### src/hdl/cnc_ram.sv
// Generic synchronous RAM: one write port, two registered read ports.
module cnc_ram #(
    parameter int unsigned WIDTH = 8,
    parameter int unsigned DEPTH = 16
) (
    input  logic                     clk,
    input  logic                     we,
    input  logic [$clog2(DEPTH)-1:0] waddr,
    input  logic [WIDTH-1:0]         wdata,
    input  logic [$clog2(DEPTH)-1:0] raddr_a,
    input  logic [$clog2(DEPTH)-1:0] raddr_b,
    output logic [WIDTH-1:0]         rdata_a,
    output logic [WIDTH-1:0]         rdata_b
);

    logic [WIDTH-1:0] mem_reg [DEPTH];
    logic [WIDTH-1:0] rdata_a_reg;
    logic [WIDTH-1:0] rdata_b_reg;

    always_ff @(posedge clk)
    begin
        if (we)
        begin
            mem_reg[waddr] <= wdata;
        end
        rdata_a_reg <= mem_reg[raddr_a];
        rdata_b_reg <= mem_reg[raddr_b];
    end

    assign rdata_a = rdata_a_reg;
    assign rdata_b = rdata_b_reg;

endmodule

### config.mk
export PLATFORM = sky130hd
export DESIGN_NAME = cnc_ram
export DESIGN_NICKNAME = d
export VERILOG_FILES = /design/src/hdl/cnc_ram.sv
export SDC_FILE = /design/constraint.sdc
export NUM_CORES = 1
export LEC_CHECK = 0
export BUFFER_PORTS_ARGS = -buffer_cell sky130_fd_sc_hd__buf_2
export CORE_MARGIN = 4
export CORE_UTILIZATION = 53
export DETAILED_ROUTE_END_ITERATION = 10
export PLACE_DENSITY = 0.78
export SETUP_SLACK_MARGIN = 0.2
export SYNTH_ARGS = -nofsm -noshare
export SYNTH_HDL_FRONTEND = slang
export SYNTH_SLANG_ARGS = --single-unit
### constraint.sdc
create_clock -name clk -period 3.04 [get_ports clk]
set_clock_uncertainty 0.15 [all_clocks]
set_input_delay 0.76 -clock clk [delete_from_list [all_inputs] [get_ports clk]]
set_output_delay 0.76 -clock clk [all_outputs]
set_load 0.02 [all_outputs]
==> metrics.txt, run 1 <==
result of the run=completed; worst path cell trace=buf_2, buf_4, mux4_1, a22oi_1, nand2_1; total grt overflow=0; GRT Util Overall=20.5%; post-place setup slack=0.521 ns; cells after synthesis=307; horizontal die dimension=117 µm; average instance area after synthesis=20.7 µm²; Routed wire per std cell=25.3 µm; vertical die dimension=117 µm; root buffer selected by CTS=sky130_fd_sc_hd__clkbuf_16; post-synthesis instance area=0.00635 mm²; Crit. End Element=flop; biggest cell delay along the critical path=0.60 ns; maximum fanout along the worst path=14; iteration-0 DRC count of the detailed router=313; total of warnings raised by yosys=0; final worst-path cycle share=68.1%; detailed placement HPWL=8940 µm; static leakage=2.57 nW; fraction of layout instances using a drive strength above 1=33.9%; CP startpoint=raddr_b[0]; endpoints failing setup=0; Largest register FFs=128; post-CTS setup buffer count=0; Reg-to-Reg End=rdata_a[5]; routed length on met3=1080 µm; die outline area=0.0138 mm²; via count of the first global-routing pass=3501; insertion delay to the later sink of the worst-skew pair=0.43 ns; NumNets Final=393; number of vias per cell=6.42; count of distinct cell types in the synthesized netlist=20; count of standard-cell rows=39; maximum number of pins on one net before global-route repair=17; remaining routing DRC violations=0; htree depth=4; post-layout min period=2.07 ns; Pwr Density=623 mW/mm²; maximum capacitance violations=0; number of buffers inserted by hold repair at cts=0; number of antenna violations at the first check in global routing=0; Detailed Route WL=13400 µm; Worst setup endpoint=rdata_b[1]; count of port buffers added during placement=37; global-route wire length before repair=20400 µm; minimum setup slack in the final design=0.969 ns; Hold WC Path Type=reg -> reg; Max transition margin=40.9%; Worst-Margin Slew=0.884 ns; share of the yosys chip area belonging to registers=65.6%; data arrival time at the worst-slack endpoint=2.22 ns; total via count in the routed design=3382; weighted congestion reported at the end of routability-driven placement=0.810; FF-to-FF Start=mem_reg[11][5]; post-route ant nets=0; Initial Utilization=54.9%; clock tree from TritonCTS=built; number of instances resized during post-cts repair=0; timing-limited maximum frequency=483 MHz; area added between synthesis and finish=15.5%; Worst R2R Setup Slack=1.46 ns; number of clock sinks seen by CTS=144; Max IR drop VDD=402 µV; area of the core region=0.0116 mm²; data required time of the critical path=3.19 ns; length of the first detailed-routing pass in iterations=5; met2 WL=6690 µm; max-slew violations=0; Fin. Hold Viols=0; routed metal-1 wirelength=5260 µm; critical path launch point type=input port; top post-synthesis cells by area=sky130_fd_sc_hd__edfxtp_1 61%, sky130_fd_sc_hd__mux4_2 12%, sky130_fd_sc_hd__mux4_1 12%; clock-pin slew on the worst setup and hold paths=0.05 ns; cts bufs inserted=17; max layer used=met4; most area-hungry cell type in the Yosys netlist=sky130_fd_sc_hd__edfxtp_1; # diodes=0; number of I/O pins=38; unrepaired setup endpoints after global routing=no; number of cells on the worst reg-to-reg path=3; Max Root-Sink Buffers=2; synthesized netlist net count=329; area fraction of the dominant cell type after synthesis=60.6%; WS Path Type=in -> reg; post-synthesis sequential element count=144; Max stage delay cell, worst path=sky130_fd_sc_hd__mux4_1; summed negative setup slack over all endpoints=0 ns
[cell families after synthesis]
kind of cell | after synthesis | share of synthesized area [%]
DFF | 144 | 65.6
AOI/OAI and AO/OA | 32 | 3.79
and+or+nand+nor | 47 | 3.43
buffers and inverters | 20 | 2.72
muxes | 64 | 24.4
[cells in the mapped netlist]
master                            number
sky130_fd_sc_hd__a22oi_1              32
sky130_fd_sc_hd__or3b_2                1
sky130_fd_sc_hd__nor2b_1               2
sky130_fd_sc_hd__buf_6                 6
sky130_fd_sc_hd__and2_1                2
sky130_fd_sc_hd__mux4_2               34
sky130_fd_sc_hd__mux4_4                2
sky130_fd_sc_hd__mux4_1               28
sky130_fd_sc_hd__buf_4                 2
sky130_fd_sc_hd__edfxtp_1            128
sky130_fd_sc_hd__nand2_1              17
sky130_fd_sc_hd__buf_2                 6
sky130_fd_sc_hd__nor2_1               14
sky130_fd_sc_hd__nand3_1               1
sky130_fd_sc_hd__nand3b_1              2
sky130_fd_sc_hd__and2b_1               2
sky130_fd_sc_hd__nand2b_1              2
sky130_fd_sc_hd__dfxtp_1              16
sky130_fd_sc_hd__clkdlybuf4s25_2       6
sky130_fd_sc_hd__nor3_1                4
[critical path, delay by kind of cell]
family / cells / cell delay [ns]
buffers and inverters: 2 / 0.46
and+or+nand+nor: 1 / 0.08
muxes: 1 / 0.60
AOI/OAI and AO/OA: 1 / 0.31
[routing by layer]
layer,vias to the layer above,GRT usage (%)
met4,0,9.46
met1,1729,26.9
met5,-,0
li1,1468,-
met2,161,32.1
met3,24,5.97
[through the flow]
| stage | hold WS (ns) | total power [W] | instances | util, % | area, µm² |
|---|---|---|---|---|---|
| 6_report | 0.541 | 0.00457 | 527 | 63.4 | 7330 |
| 2_1_floorplan | 0.497 | 0.00250 | 307 | - | 6350 |
| 3_5_place_dp | 0.524 | 0.00263 | 495 | 58.5 | 6760 |
| 5_1_grt | 0.564 | 0.00472 | 527 | 63.4 | 7330 |
| 3_3_place_gp | 0.528 | 0.00262 | 495 | 58.5 | 6760 |
| 4_1_cts | 0.539 | 0.00460 | 527 | 63.4 | 7330 |
[placed cells by master, fill, tap and decap left out]
cell type                    netlist  final
sky130_fd_sc_hd__nor2b_1           2      2
sky130_fd_sc_hd__nand2_1          17     17
sky130_fd_sc_hd__inv_6             0      1
sky130_fd_sc_hd__mux4_2           34     34
sky130_fd_sc_hd__clkinvlp_4        0      2
sky130_fd_sc_hd__clkinv_2          0      4
sky130_fd_sc_hd__nand3_1           1      1
sky130_fd_sc_hd__bufinv_16         0      2
sky130_fd_sc_hd__and2_1            2      2
sky130_fd_sc_hd__buf_2             6     37
sky130_fd_sc_hd__buf_4             2     27
sky130_fd_sc_hd__buf_12            0      1
sky130_fd_sc_hd__mux4_1           28     28
sky130_fd_sc_hd__mux4_4            2      2
sky130_fd_sc_hd__clkbuf_8          0      1
sky130_fd_sc_hd__clkinv_1          0      1
sky130_fd_sc_hd__nand3b_1          2      2
sky130_fd_sc_hd__or3b_2            1      1
sky130_fd_sc_hd__clkbuf_1          0      3
sky130_fd_sc_hd__nor3_1            4      4
sky130_fd_sc_hd__nand2b_1          2      2
sky130_fd_sc_hd__nor2_1           14     14
sky130_fd_sc_hd__a22oi_1          32     32
sky130_fd_sc_hd__clkinv_4          0      1
sky130_fd_sc_hd__and2b_1           2      2
sky130_fd_sc_hd__clkbuf_16         0     17
sky130_fd_sc_hd__dfxtp_1          16     16
sky130_fd_sc_hd__edfxtp_1        128    128
[area by class of cell]
| type | count | area [µm²] |
|---|---|---|
| tap | 143 | 179 |
| fill | 758 | 4240 |
| clock buffer | 21 | 450 |
| sequential | 144 | 4160 |
| multi-input combinational | 143 | 2010 |
| clock inverter | 11 | 116 |
| timing repair buffer | 65 | 408 |
[power by group]
group / total [W] / switching (W) / internal (W)
logic: 0.000353 / 0.000198 / 0.000156
clock network: 0.00197 / 0.000753 / 0.00122
registers: 0.00224 / 0.0000236 / 0.00222
total: 0.00457 / 0.000974 / 0.00359
[worst min-delay path by stage]
stage / startpoint / endpoint / slack (ns) / depth (start not counted)
after floorplan: mem_reg[7][1] / rdata_a[1] / 0.50 / 3
after global placement: mem_reg[7][7] / rdata_b[7] / 0.53 / 3
after detailed placement: mem_reg[7][1] / rdata_b[1] / 0.52 / 3
after CTS: mem_reg[7][1] / rdata_b[1] / 0.54 / 3
after global routing: wdata[0] / mem_reg[6][0] / 0.56 / 1
final: mem_reg[7][1] / rdata_b[1] / 0.54 / 3
No activity file was read; power rests on OpenSTA's default activity.
==> run 2: changes to the inputs <==
--- a/config.mk
+++ b/config.mk
@@ -5,11 +5,12 @@
 export SDC_FILE = /design/constraint.sdc
 export NUM_CORES = 1
 export LEC_CHECK = 0
+export ABC_AREA = 1
 export BUFFER_PORTS_ARGS = -buffer_cell sky130_fd_sc_hd__buf_2
 export CORE_MARGIN = 4
 export CORE_UTILIZATION = 53
 export DETAILED_ROUTE_END_ITERATION = 10
-export PLACE_DENSITY = 0.78
+export PLACE_DENSITY = 0.8
 export SETUP_SLACK_MARGIN = 0.2
 export SYNTH_ARGS = -nofsm -noshare
 export SYNTH_HDL_FRONTEND = slang
==> constraint.sdc (replaced) <==
create_clock -name clk -period 1.9 [get_ports clk]
set_clock_uncertainty 0.15 [all_clocks]
set_input_delay 0.475 -clock clk [delete_from_list [all_inputs] [get_ports clk]]
set_output_delay 0.475 -clock clk [all_outputs]
set_load 0.02 [all_outputs]
==> metrics.txt, run 2 <==
count of standard-cell rows=42 (+7.7%); post-route ant nets=0 (unchanged); WS Path Type=reg -> out; unrepaired setup endpoints after global routing=no; Worst-Margin Slew=0.444 ns (-0.440 ns); result of the run=completed; worst path cell trace=buf_2; commonest cells in the synthesized netlist=277 x sky130_fd_sc_hd__nand2_1, 225 x sky130_fd_sc_hd__nand3_1, 134 x sky130_fd_sc_hd__inv_1; worst-case hold slack=0.295 ns (-0.246 ns); root buffer selected by CTS=sky130_fd_sc_hd__clkbuf_16; cts bufs inserted=17 (unchanged); post-layout min period=1.70 ns; top post-synthesis cells by area=sky130_fd_sc_hd__edfxtp_1 53%, sky130_fd_sc_hd__nand3_1 16%, sky130_fd_sc_hd__nand2_1 14%; count of distinct cell types in the synthesized netlist=13 (-35%); number of antenna violations at the first check in global routing=0 (unchanged); Synth Flop Type=sky130_fd_sc_hd__edfxtp_1; die outline area=0.0156 mm² (+13%); most instantiated library cell after synthesis=sky130_fd_sc_hd__nand2_1; Crit path buffers/inverters=1 (-1); area added between synthesis and finish=14.4%; FF/Latch Area=0.00416 mm² (unchanged); top library cells by usage in the layout, fill and taps aside=277 x sky130_fd_sc_hd__nand2_1, 225 x sky130_fd_sc_hd__nand3_1, 134 x sky130_fd_sc_hd__inv_1; final worst-path cycle share=89.3%; number of vias per cell=5.64 (-12%); summed negative setup slack over all endpoints=0 ns (unchanged); NumNets Final=923 (+130%); Largest register FFs=128 (unchanged); data required time of the critical path=1.27 ns (-1.92 ns); Max transition margin=70.4% (+30 points); via count of the first global-routing pass=6008 (+72%); iteration-0 DRC count of the detailed router=922 (+190%); count of port buffers added during placement=37 (unchanged); Hold WC Path Type=in -> reg; Top Family by Delay on Critical Path=flip-flops; data arrival time at the worst-slack endpoint=1.07 ns (-1.15 ns); length of the first detailed-routing pass in iterations=7 (+2); Max stage delay cell, worst path=sky130_fd_sc_hd__dfxtp_1; count of flip-flops with a built-in enable after synthesis=128 (unchanged); fraction of layout instances using a drive strength above 1=12.4% (-21 points); total via count in the routed design=6144 (+82%); GRT Util Overall=26.5% (+6.0 points); biggest cell delay along the critical path=0.43 ns (-0.17 ns); detailed placement HPWL=12500 µm (+40%); Max IR drop VDD=532 µV (+32%); average instance area after synthesis=8.53 µm² (-59%); non-filler instance count after layout=1090 (+110%); vertical die dimension=125 µm (+6.5%); weighted congestion reported at the end of routability-driven placement=0.891 (+9.9%); number of buffers inserted by hold repair at cts=0 (unchanged); global-route wire length before repair=32000 µm (+57%); post-CTS setup buffer count=0 (unchanged); max-slew violations=0 (unchanged); maximum capacitance violations=0 (unchanged); clock-pin slew on the worst setup and hold paths=0.06 ns (about the same); post-synthesis instance area=0.00726 mm² (+14%); share of the yosys chip area belonging to registers=57.4% (-8.3 points); Max Root-Sink Buffers=2 (unchanged); Fin. Hold Viols=0 (unchanged); htree depth=4 (unchanged); Detailed Route WL=19900 µm (+49%); async set-reset flop share out of synthesis=0% (unchanged); maximum number of pins on one net before global-route repair=65 (+48); area of combinational cells with multiple inputs=0.00224 mm² (+12%); insertion delay to the later sink of the worst-skew pair=0.43 ns (about the same); Inst Count DP=1058 (+110%); total grt overflow=0 (unchanged); remaining routing DRC violations=0 (unchanged); number of I/O pins=38 (unchanged); post-synthesis sequential element count=144 (unchanged); synthesized netlist net count=873 (+170%); Routed wire per std cell=18.2 µm (-28%); static leakage=3.81 nW (+48%); horizontal die dimension=125 µm (+6.5%); area of the core region=0.0133 mm² (+15%); most area-hungry cell type in the Yosys netlist=sky130_fd_sc_hd__edfxtp_1; endpoints failing setup=0 (unchanged); Pwr Density=918 mW/mm² (+47%); total of warnings raised by yosys=0 (unchanged); area fraction of the dominant cell type after synthesis=52.9% (-7.6 points); number of clock sinks seen by CTS=144 (unchanged); Crit. End Element=output port; number of instances resized during post-cts repair=0 (unchanged); cells after synthesis=851 (+180%); # diodes=0 (unchanged); commonest non-fill, non-tap cell in the layout=sky130_fd_sc_hd__nand2_1; critical path launch point type=flop; clock tree from TritonCTS=built; filler cell count=1121 (+48%); maximum fanout along the worst path=1 (-13); timing-limited maximum frequency=589 MHz; Initial Utilization=54.4% (-0.49 points)
[run 2: changes by cell type after synthesis, sizes merged, moves of 4 or more]
cell           before  now
nand3               1  225
a22oi              32    0
inv                 0  138
nand2              17  277
clkdlybuf4s25       6    0
buf                14   45
mux4               64    0
nor3                4    0
[run 2: cell families after synthesis]
group,after synthesis,share of synthesized area [%]
and+or+nand+nor,521,30.9
buffers and inverters,186,11.7
DFF,144,57.4
[run 2: path summary, 6_finish.rpt]
| check | startpoint | to | slack [ns] | cells past startpoint |
|---|---|---|---|---|
| max | rdata_b[6] | rdata_b[6] | 0.20 | 1 |
| min | wdata[4] | mem_reg[5][4] | 0.30 | 1 |
| max reg2reg | mem_reg[7][0] | rdata_a[0] | 0.68 | 6 |
| min reg2reg | mem_reg[10][7] | rdata_b[7] | 0.53 | 6 |
[run 2: per-stage QoR]
| step | instance area [µm²] | util (%) | worst slack, ns | total power [W] |
|---|---|---|---|---|
| after floorplan | 7260 | - | 0.324 | 0.00412 |
| after global placement | 7720 | 57.9 | 0.124 | 0.00439 |
| after detailed placement | 7720 | 57.9 | 0.0931 | 0.00440 |
| after CTS | 8300 | 62.2 | 0.241 | 0.00761 |
| after global routing | 8300 | 62.2 | 0.228 | 0.00789 |
| final | 8300 | 62.2 | 0.203 | 0.00762 |
[run 2: layout make-up]
class                   count  share of cell area [%]
multi-input cells         521                    27.0
repair buffers             79                    6.93
clock inverters            13                    1.64
clock buffers              19                    5.34
flip-flops and latches    144                    50.2
inverters                 138                    6.24
well taps                 176                    2.65
[run 2: routing by layer]
metal  global-route usage (%)  vias to the layer above  wire, µm
li1                         -                     2844         -
met3                     7.76                      107      2580
met1                     34.8                     2735      7440
met5                        0                        -         0
met2                     40.3                      458      8780
met4                     13.4                        0      1070
[run 2: report_power, final]
part	internal [W]	total [W]	switching, W
combinational	0.000244	0.000786	0.000542
clock	0.00197	0.00326	0.00130
sequential	0.00354	0.00357	0.0000320
