==> src/hdl/cnc_pkg.sv <==
// Shared types, codes and constants of the common neighbor counter.
package cnc_pkg;

    localparam int unsigned MAX_VERTICES_DEF = 1024;
    localparam int unsigned MAX_EDGES_DEF    = 8192;

    localparam int unsigned ACTION_W   = 2;
    localparam int unsigned INDEX_W    = 13;
    localparam int unsigned VALUE_W    = 14;
    localparam int unsigned VERTEX_W   = 10;
    localparam int unsigned COUNT_W    = 11;
    localparam int unsigned VCOUNT_W   = 11;

    localparam logic [COUNT_W-1:0] COUNT_SAT = {COUNT_W{1'b1}};

    typedef enum logic [ACTION_W-1:0] {
        ACT_ROW_START = 2'd0,
        ACT_NEIGHBOR  = 2'd1,
        ACT_COUNT     = 2'd2,
        ACT_NOP       = 2'd3
    } action_t;

    typedef struct packed {
        logic [ACTION_W-1:0] action;
        logic [INDEX_W-1:0]  table_index;
        logic [VALUE_W-1:0]  table_value;
        logic [VERTEX_W-1:0] vertex_a;
        logic [VERTEX_W-1:0] vertex_b;
    } in_item_t;

    typedef struct packed {
        logic [COUNT_W-1:0] common_count;
        logic               range_error;
    } out_item_t;

    // Query launch from the front end to the list walker
    typedef struct packed {
        logic start;
        logic range_err;
    } walk_ctl_t;

    // Walker status back to the front end
    typedef struct packed {
        logic idle;
        logic done;
    } walk_sts_t;

    typedef enum logic [2:0] {
        S_IDLE,
        S_ROW_LO,
        S_ROW_HI,
        S_MERGE,
        S_DONE
    } walk_state_t;

endpackage

==> src/hdl/cnc_walk.sv <==
// Query sequencer: fetches row bounds, then merge-walks both neighbor lists.
module cnc_walk #(
    parameter int unsigned MAX_VERTICES = cnc_pkg::MAX_VERTICES_DEF,
    parameter int unsigned MAX_EDGES    = cnc_pkg::MAX_EDGES_DEF
) (
    input  logic                               clk,
    input  logic                               rst_n,
    input  cnc_pkg::walk_ctl_t                 ctl,
    input  logic [cnc_pkg::VERTEX_W-1:0]       vertex_a,
    input  logic [cnc_pkg::VERTEX_W-1:0]       vertex_b,
    input  logic                               out_free,
    input  logic [cnc_pkg::VALUE_W-1:0]        row_rdata_a,
    input  logic [cnc_pkg::VALUE_W-1:0]        row_rdata_b,
    input  logic [cnc_pkg::VERTEX_W-1:0]       nb_rdata_a,
    input  logic [cnc_pkg::VERTEX_W-1:0]       nb_rdata_b,
    output logic [$clog2(MAX_VERTICES+1)-1:0]  row_raddr_a,
    output logic [$clog2(MAX_VERTICES+1)-1:0]  row_raddr_b,
    output logic [$clog2(MAX_EDGES)-1:0]       nb_raddr_a,
    output logic [$clog2(MAX_EDGES)-1:0]       nb_raddr_b,
    output cnc_pkg::walk_sts_t                 sts,
    output cnc_pkg::out_item_t                 result
);

    localparam int unsigned RA = $clog2(MAX_VERTICES + 1);
    localparam int unsigned NA = $clog2(MAX_EDGES);
    localparam int unsigned EW = $clog2(MAX_EDGES + 1);
    localparam logic [31:0] EDGE_LIMIT = 32'(MAX_EDGES);

    cnc_pkg::walk_state_t state_reg, state_next;

    logic [cnc_pkg::VERTEX_W-1:0] va_reg, vb_reg;
    logic [EW-1:0]                pa_reg, pb_reg, ea_reg, eb_reg;
    logic [cnc_pkg::COUNT_W-1:0]  cnt_reg;
    logic                         err_reg;

    logic          run;
    logic          heads_eq;
    logic          heads_lt;
    logic [EW-1:0] pa_adv, pb_adv;

    // Clamp a stored row offset to the end of the neighbor table
    function automatic logic [EW-1:0] clamp_edge(input logic [cnc_pkg::VALUE_W-1:0] v);
        if (32'(v) > EDGE_LIMIT)
        begin
            return EW'(EDGE_LIMIT);
        end
        return EW'(v);
    endfunction

    assign run      = (pa_reg < ea_reg) && (pb_reg < eb_reg);
    assign heads_eq = (nb_rdata_a == nb_rdata_b);
    assign heads_lt = (nb_rdata_a < nb_rdata_b);
    assign pa_adv   = pa_reg + EW'(heads_eq || heads_lt);
    assign pb_adv   = pb_reg + EW'(heads_eq || !heads_lt);

    // Next state
    always_comb
    begin
        state_next = state_reg;
        unique case (state_reg)
            cnc_pkg::S_IDLE:
            begin
                if (ctl.start)
                begin
                    state_next = ctl.range_err ? cnc_pkg::S_DONE : cnc_pkg::S_ROW_LO;
                end
            end
            cnc_pkg::S_ROW_LO: state_next = cnc_pkg::S_ROW_HI;
            cnc_pkg::S_ROW_HI: state_next = cnc_pkg::S_MERGE;
            cnc_pkg::S_MERGE:
            begin
                if (!run)
                begin
                    state_next = cnc_pkg::S_DONE;
                end
            end
            cnc_pkg::S_DONE:
            begin
                if (out_free)
                begin
                    state_next = cnc_pkg::S_IDLE;
                end
            end
            default: state_next = cnc_pkg::S_IDLE;
        endcase
    end

    // Outputs: memory addresses and status
    always_comb
    begin
        row_raddr_a = RA'(va_reg) + RA'(1);
        row_raddr_b = RA'(vb_reg) + RA'(1);
        nb_raddr_a  = NA'(pa_reg);
        nb_raddr_b  = NA'(pb_reg);
        sts.idle    = 1'b0;
        sts.done    = 1'b0;
        unique case (state_reg)
            cnc_pkg::S_IDLE:
            begin
                sts.idle    = 1'b1;
                row_raddr_a = RA'(vertex_a);
                row_raddr_b = RA'(vertex_b);
            end
            cnc_pkg::S_ROW_LO: ;
            cnc_pkg::S_ROW_HI: ;
            cnc_pkg::S_MERGE:
            begin
                nb_raddr_a = NA'(pa_adv);
                nb_raddr_b = NA'(pb_adv);
            end
            cnc_pkg::S_DONE: sts.done = 1'b1;
            default: ;
        endcase
    end

    assign result.common_count = cnt_reg;
    assign result.range_error  = err_reg;

    always_ff @(posedge clk or negedge rst_n)
    begin
        if (!rst_n)
        begin
            state_reg <= cnc_pkg::S_IDLE;
        end
        else
        begin
            state_reg <= state_next;
        end
    end

    // Datapath: pointers, bounds and the running count
    always_ff @(posedge clk)
    begin
        unique case (state_reg)
            cnc_pkg::S_IDLE:
            begin
                va_reg  <= vertex_a;
                vb_reg  <= vertex_b;
                cnt_reg <= '0;
                err_reg <= ctl.range_err;
            end
            cnc_pkg::S_ROW_LO:
            begin
                pa_reg <= clamp_edge(row_rdata_a);
                pb_reg <= clamp_edge(row_rdata_b);
            end
            cnc_pkg::S_ROW_HI:
            begin
                ea_reg <= clamp_edge(row_rdata_a);
                eb_reg <= clamp_edge(row_rdata_b);
            end
            cnc_pkg::S_MERGE:
            begin
                if (run)
                begin
                    pa_reg <= pa_adv;
                    pb_reg <= pb_adv;
                    if (heads_eq && (cnt_reg != cnc_pkg::COUNT_SAT))
                    begin
                        cnt_reg <= cnt_reg + cnc_pkg::COUNT_W'(1);
                    end
                end
            end
            cnc_pkg::S_DONE: ;
            default: ;
        endcase
    end

endmodule

==> config.mk <==
export PLATFORM = sky130hd
export DESIGN_NAME = cnc_walk
export DESIGN_NICKNAME = d
export VERILOG_FILES = /design/src/hdl/cnc_pkg.sv /design/src/hdl/cnc_walk.sv
export SDC_FILE = /design/constraint.sdc
export NUM_CORES = 1
export LEC_CHECK = 0
export ABC_AREA = 1
export BUFFER_PORTS_ARGS = -buffer_cell sky130_fd_sc_hd__buf_2
export CORE_AREA = 2 2 126 128
export CTS_CLUSTER_SIZE = 12
export DETAILED_ROUTE_END_ITERATION = 7
export DIE_AREA = 0 0 128 130
export MAX_ROUTING_LAYER = met4
export SLEW_MARGIN = 40
export SYNTH_ARGS = -nofsm -noshare
export SYNTH_HDL_FRONTEND = slang
export SYNTH_SLANG_ARGS = --single-unit
export TNS_END_PERCENT = 50
==> constraint.sdc <==
create_clock -name clk -period 2.75 [get_ports clk]
set_input_delay 0.4125 -clock clk [delete_from_list [all_inputs] [get_ports clk]]
set_output_delay 0.4125 -clock clk [all_outputs]
set_load 0.01 [all_outputs]
==> results by stage <==
Detailed routing:
- The antenna violation net count after detailed routing is 0.
- The met2 wire length is 7276 um.
- In the final routing, the length of wire on met1 measures just under 7000 um.
- The detailed router used layers up to and including met4.
- The DRC marker count from the first detailed-route iteration is 314.
- Across all layers, the routed design uses between 5000 and 6000 vias.
- The number of optimization iterations in the first detailed-route pass is 5.
- Using the TritonRoute via totals, the vias-per-cell ratio works out to 4.745.
- In the final routed layout, each cell accounts on average for 13.26 um.
- After detailed routing, the number of remaining DRC violations is 0.
- For this block, the routed nets add up to 14900 um of wire.
- Summed over all nets, wire length on met3 after detailed routing comes to around 650 um.

STA:
- The total count of hold-check failures in the final report is 0.
- The worst pin sits at a relative slew slack of 0.6585.
- Timing would allow up to between 300 and 400 MHz.
- Setup repair after global routing could not meet its margin everywhere.
- The clock arrives with between 8 and 9 ps of skew.
- The measured slew at the worst slew-check pin is 511.6 ps.
- The count of pins over their slew limit came to 0.
- Dividing the final minimum period by the clock period gives 1.065.
- The routed design could run at a clock period as short as 2929 ps.
- Setup violations remaining at the end of the flow were counted as 22.
- The minimum setup slack in the final design is -178.7 ps.

Yosys:
- The post-synthesis compound-gate area fraction came to 0.07423.
- The synthesized flop and latch total is 91.
- The count of mapped cells out of synthesis is roughly 750.
- Of all flip-flops after synthesis, the portion carrying an async set or reset was 0.03297.
- The netlist area before placement is 6051 um2.
- Of the total synthesized cell area, the portion taken by full adders, half adders and majority gates is 0.08892.
- The number of nets in the synthesized netlist is 864.
- By area, the combinational part of the netlist is dominated by simple AND/OR/NAND/NOR gates.
- Of the total synthesized cell area, the portion taken by AND, OR, NAND and NOR gates is 0.2595.
- The most used flip-flop cell after synthesis is sky130_fd_sc_hd__edfxtp_1.
- The warning count from the yosys run is 0.
- Yosys mapped a number of flops with a built-in enable equal to 88.
- Of the total synthesized cell area, the portion taken by XOR and XNOR cells is 0.02171.
- The sequential element share of the synthesized area is 0.4491.
- Of the post-synthesis cell area, the part taken by muxes is 0.
- The average size of a mapped cell is 8.089 um2.
- The count of unique library cells instantiated by Yosys is 33.

Job:
- Across the run, the number of max-cap violations was 0.

Setup path:
- In this run the critical register-to-register path is captured at pa_reg[12].
- Tracing the worst setup path back leads to its startpoint at nb_rdata_a[4].
- The cell occurring most often along the worst timing path is sky130_fd_sc_hd__buf_4.
- For this design, the slowest cell found on the critical path is sky130_fd_sc_hd__ha_1.
- The setup check on the worst reg-to-reg path leaves a slack of 470 ps.
- The worst reg2reg path depth is 12.
- STA classifies the critical path endpoint as a primary output.
- The longest individual stage delay on the worst path is about 320 ps.
- The critical setup path kind is input port to primary output.
- The signal arrival time at the worst endpoint is 2520 ps.
- STA classifies the critical path startpoint as an input port.
- The endpoint of the most critical setup path is nb_raddr_a[3].
- Along the worst path, the maximum fanout reaches 3.
- The data required time of the worst path is 2340 ps.
- Walking the worst path, the cells encountered are buf_2 -> ha_1 -> nand3_4 -> inv_2 -> nand2_2 -> a21oi_2 -> buf_4 -> o21ai_4 -> ha_2 -> nand2_2 -> nor2_4 -> inv_2 -> buf_4 -> buf_4 -> nand2_1 -> nand3_1 -> o21ai_1 -> buf_2.
- The source of the worst register-to-register timing path is state_reg[2].

Power and ir drop:
- Power comes to 6.681 mW.
- In this run the power density over the cells is 842.2 nW/um2.
- IR analysis of the VDD net gives a maximum drop of 0.4257 mV.
- The leakage power of the design is 3.805 nW.

Status:
- The checks that failed: setup timing.
- The flow ran to the end, but the final reports show violations.

Finish:
- For this run, the share of the core covered by cells in the final layout is 0.5143.
- The fraction of final layout cells with drive strength greater than 1 is 0.3212.
- The final non-filler cell total is roughly 1100.
- The post-synthesis to final-layout area growth is 31.10%.
- The number of nets at the end of the flow is 1043.
- The filler cells instantiated in the layout total 1501.

GRT:
- The overall overflow remaining after global route is 0.
- The first global-routing pass estimated about 23000 um of wire.
- The number of global-route vias before repair is 4959.
- The number of antenna violations at the first check in global routing is 1.
- The global router's overall resource usage is 0.1839.
- Entering global routing, the biggest net connects 60 pins.

Clocking:
- The tree built by TritonCTS fans out to 91 sinks.
- The later-pin clock latency in the skew report is 340 ps.
- The clock passes through at most 2 buffers.
- The CTS tree is done.
- Clock-pin slew was measured on the worst setup and hold paths at 60 ps.
- The number of buffers created by CTS is 9.
- The clock tree synthesis step divided the H-tree into 3 levels.
- The cell sitting at the root of the clock tree is a sky130_fd_sc_hd__clkbuf_16.

Floorplanning:
- The core footprint is 15420 um2.
- The number of ports placed on the die boundary is 135.
- Row generation in the floorplan step produced 46 rows.
- The die outline height is 130 um.
- The die is 128 um wide.
- The initial utilization of the core area, before any placement, comes to 0.3923.
- The die covers ~17000 um2.

Placement:
- At the end of routability-driven placement, the weighted congestion stood at roughly 0.84.
- Port buffering added 134 buffers.
- The cell count after placement is 1091.
- Detailed placement finished with a half-perimeter wire length of 11030 um.

Worst hold path:
- The class of the tightest hold or removal check is input port to register.
[logic make-up after synthesis]
logic type	count (synthesis)
and+or+nand+nor	350
buffers and inverters	163
DFF	91
AOI/OAI and AO/OA	86
adders and majority gates	43
xor gates and xnor gates	15
[Yosys cell counts (2+ instances only)]
cell / n / area (um2)
sky130_fd_sc_hd__buf_6: 2 / 22.52
sky130_fd_sc_hd__nand4_1: 11 / 68.82
sky130_fd_sc_hd__dfrtp_1: 3 / 75.07
sky130_fd_sc_hd__o21ai_0: 45 / 225.2
sky130_fd_sc_hd__nor3_1: 15 / 75.07
sky130_fd_sc_hd__nand2_2: 3 / 18.77
sky130_fd_sc_hd__o21a_1: 2 / 15.01
sky130_fd_sc_hd__or2_2: 2 / 12.51
sky130_fd_sc_hd__nand3_1: 43 / 215.2
sky130_fd_sc_hd__inv_2: 10 / 37.54
sky130_fd_sc_hd__nor3_2: 3 / 30.03
sky130_fd_sc_hd__xor2_1: 11 / 96.34
sky130_fd_sc_hd__nor2_1: 41 / 153.9
sky130_fd_sc_hd__o31ai_1: 3 / 22.52
sky130_fd_sc_hd__o21ai_1: 8 / 40.04
sky130_fd_sc_hd__nor2_2: 21 / 131.4
sky130_fd_sc_hd__xnor2_1: 4 / 35.03
sky130_fd_sc_hd__nor4_1: 2 / 12.51
sky130_fd_sc_hd__ha_1: 43 / 538.0
sky130_fd_sc_hd__clkbuf_1: 5 / 18.77
sky130_fd_sc_hd__a21oi_1: 26 / 130.1
sky130_fd_sc_hd__buf_2: 11 / 55.05
sky130_fd_sc_hd__nand3_2: 4 / 40.04
sky130_fd_sc_hd__edfxtp_1: 88 / 2643
sky130_fd_sc_hd__nor2_4: 4 / 45.04
sky130_fd_sc_hd__inv_1: 134 / 503.0
sky130_fd_sc_hd__nand2_1: 198 / 743.2
[timing repair]
| action | CTS | global route |
|---|---|---|
| endpoints found under the hold margin | 3 | 0 |
| setup endpoints to repair | 24 | 25 |
| gates cloned | 0 | 0 |
| gates resized for setup | 52 | 44 |
| hold buffers | 1 | 0 |
| buffers inserted | 10 | 6 |
| pin swaps | 20 | 33 |
[critical path, delay by kind of cell]
kind / cells / cell delay [ps]
fa+ha+maj: 2 / 520
simple gates: 6 / 470
buf+inv: 7 / 750
compound gates: 3 / 360
[power by group]
group          switching, mW  internal, mW  leakage [nW]  total (mW)
sequential             0.338          2.16         0.879        2.49
combinational           1.89          1.19          2.81        3.08
clock                  0.507         0.604         0.120        1.11
total                   2.73          3.95          3.80        6.68
[per-stage QoR]
stage               hold WS, ps  area [um2]  worst slack, ps  setup TNS (ps)
floorplan                 116.9        6056            97.31               0
global placement          214.2        7164           -464.0           -9071
detailed placement        212.6        7164           -483.5          -10900
CTS                       240.3        7726           -284.5           -4490
global route              238.6        7933           -340.4           -5975
finish                    255.6        7933           -178.7           -2413
[layout by cell type, fill, tap and decap left out, types with 12 or more instances in the layout]
cell / n
sky130_fd_sc_hd__nand2_1: 190
sky130_fd_sc_hd__buf_2: 125
sky130_fd_sc_hd__inv_1: 120
sky130_fd_sc_hd__edfxtp_1: 88
sky130_fd_sc_hd__buf_4: 45
sky130_fd_sc_hd__nor2_1: 38
sky130_fd_sc_hd__nand3_1: 38
sky130_fd_sc_hd__o21ai_0: 34
sky130_fd_sc_hd__ha_1: 32
sky130_fd_sc_hd__nor2_2: 24
sky130_fd_sc_hd__a21oi_1: 21
sky130_fd_sc_hd__inv_2: 19
sky130_fd_sc_hd__nor3_1: 14
sky130_fd_sc_hd__buf_6: 14
sky130_fd_sc_hd__o21ai_1: 12
[layout make-up]
class / count / area, um2 / share of cell area
clock buffers: 12 / 236.5 / 0.02981
inverters: 144 / 553.0 / 0.06972
multi-input cells: 494 / 2995 / 0.3776
flip-flops and latches: 91 / 2718 / 0.3426
diodes: 1 / 2.502 / 0.0003155
clock inverters: 3 / 16.27 / 0.002050
well taps: 192 / 240.2 / 0.03028
repair buffers: 187 / 1171 / 0.1476
[worst min path at each step]
stage / from / endpoint / slack, ps / cells past startpoint
detailed placement: rst_n / state_reg[1] / 210 / 1
finish: vertex_a[2] / va_reg[2] / 260 / 1
floorplan: rst_n / state_reg[0] / 120 / 0
CTS: vertex_a[4] / va_reg[4] / 240 / 1
global placement: rst_n / state_reg[0] / 210 / 1
global route: vertex_a[1] / va_reg[1] / 240 / 1
[routing by layer]
layer  vias up  global-route usage
li1       2770                   -
met1      2436              0.2359
met2       117              0.3004
met3        10             0.02952
met4         0             0.05882
met5         -                   -
Power figures use the tool's default switching activity.
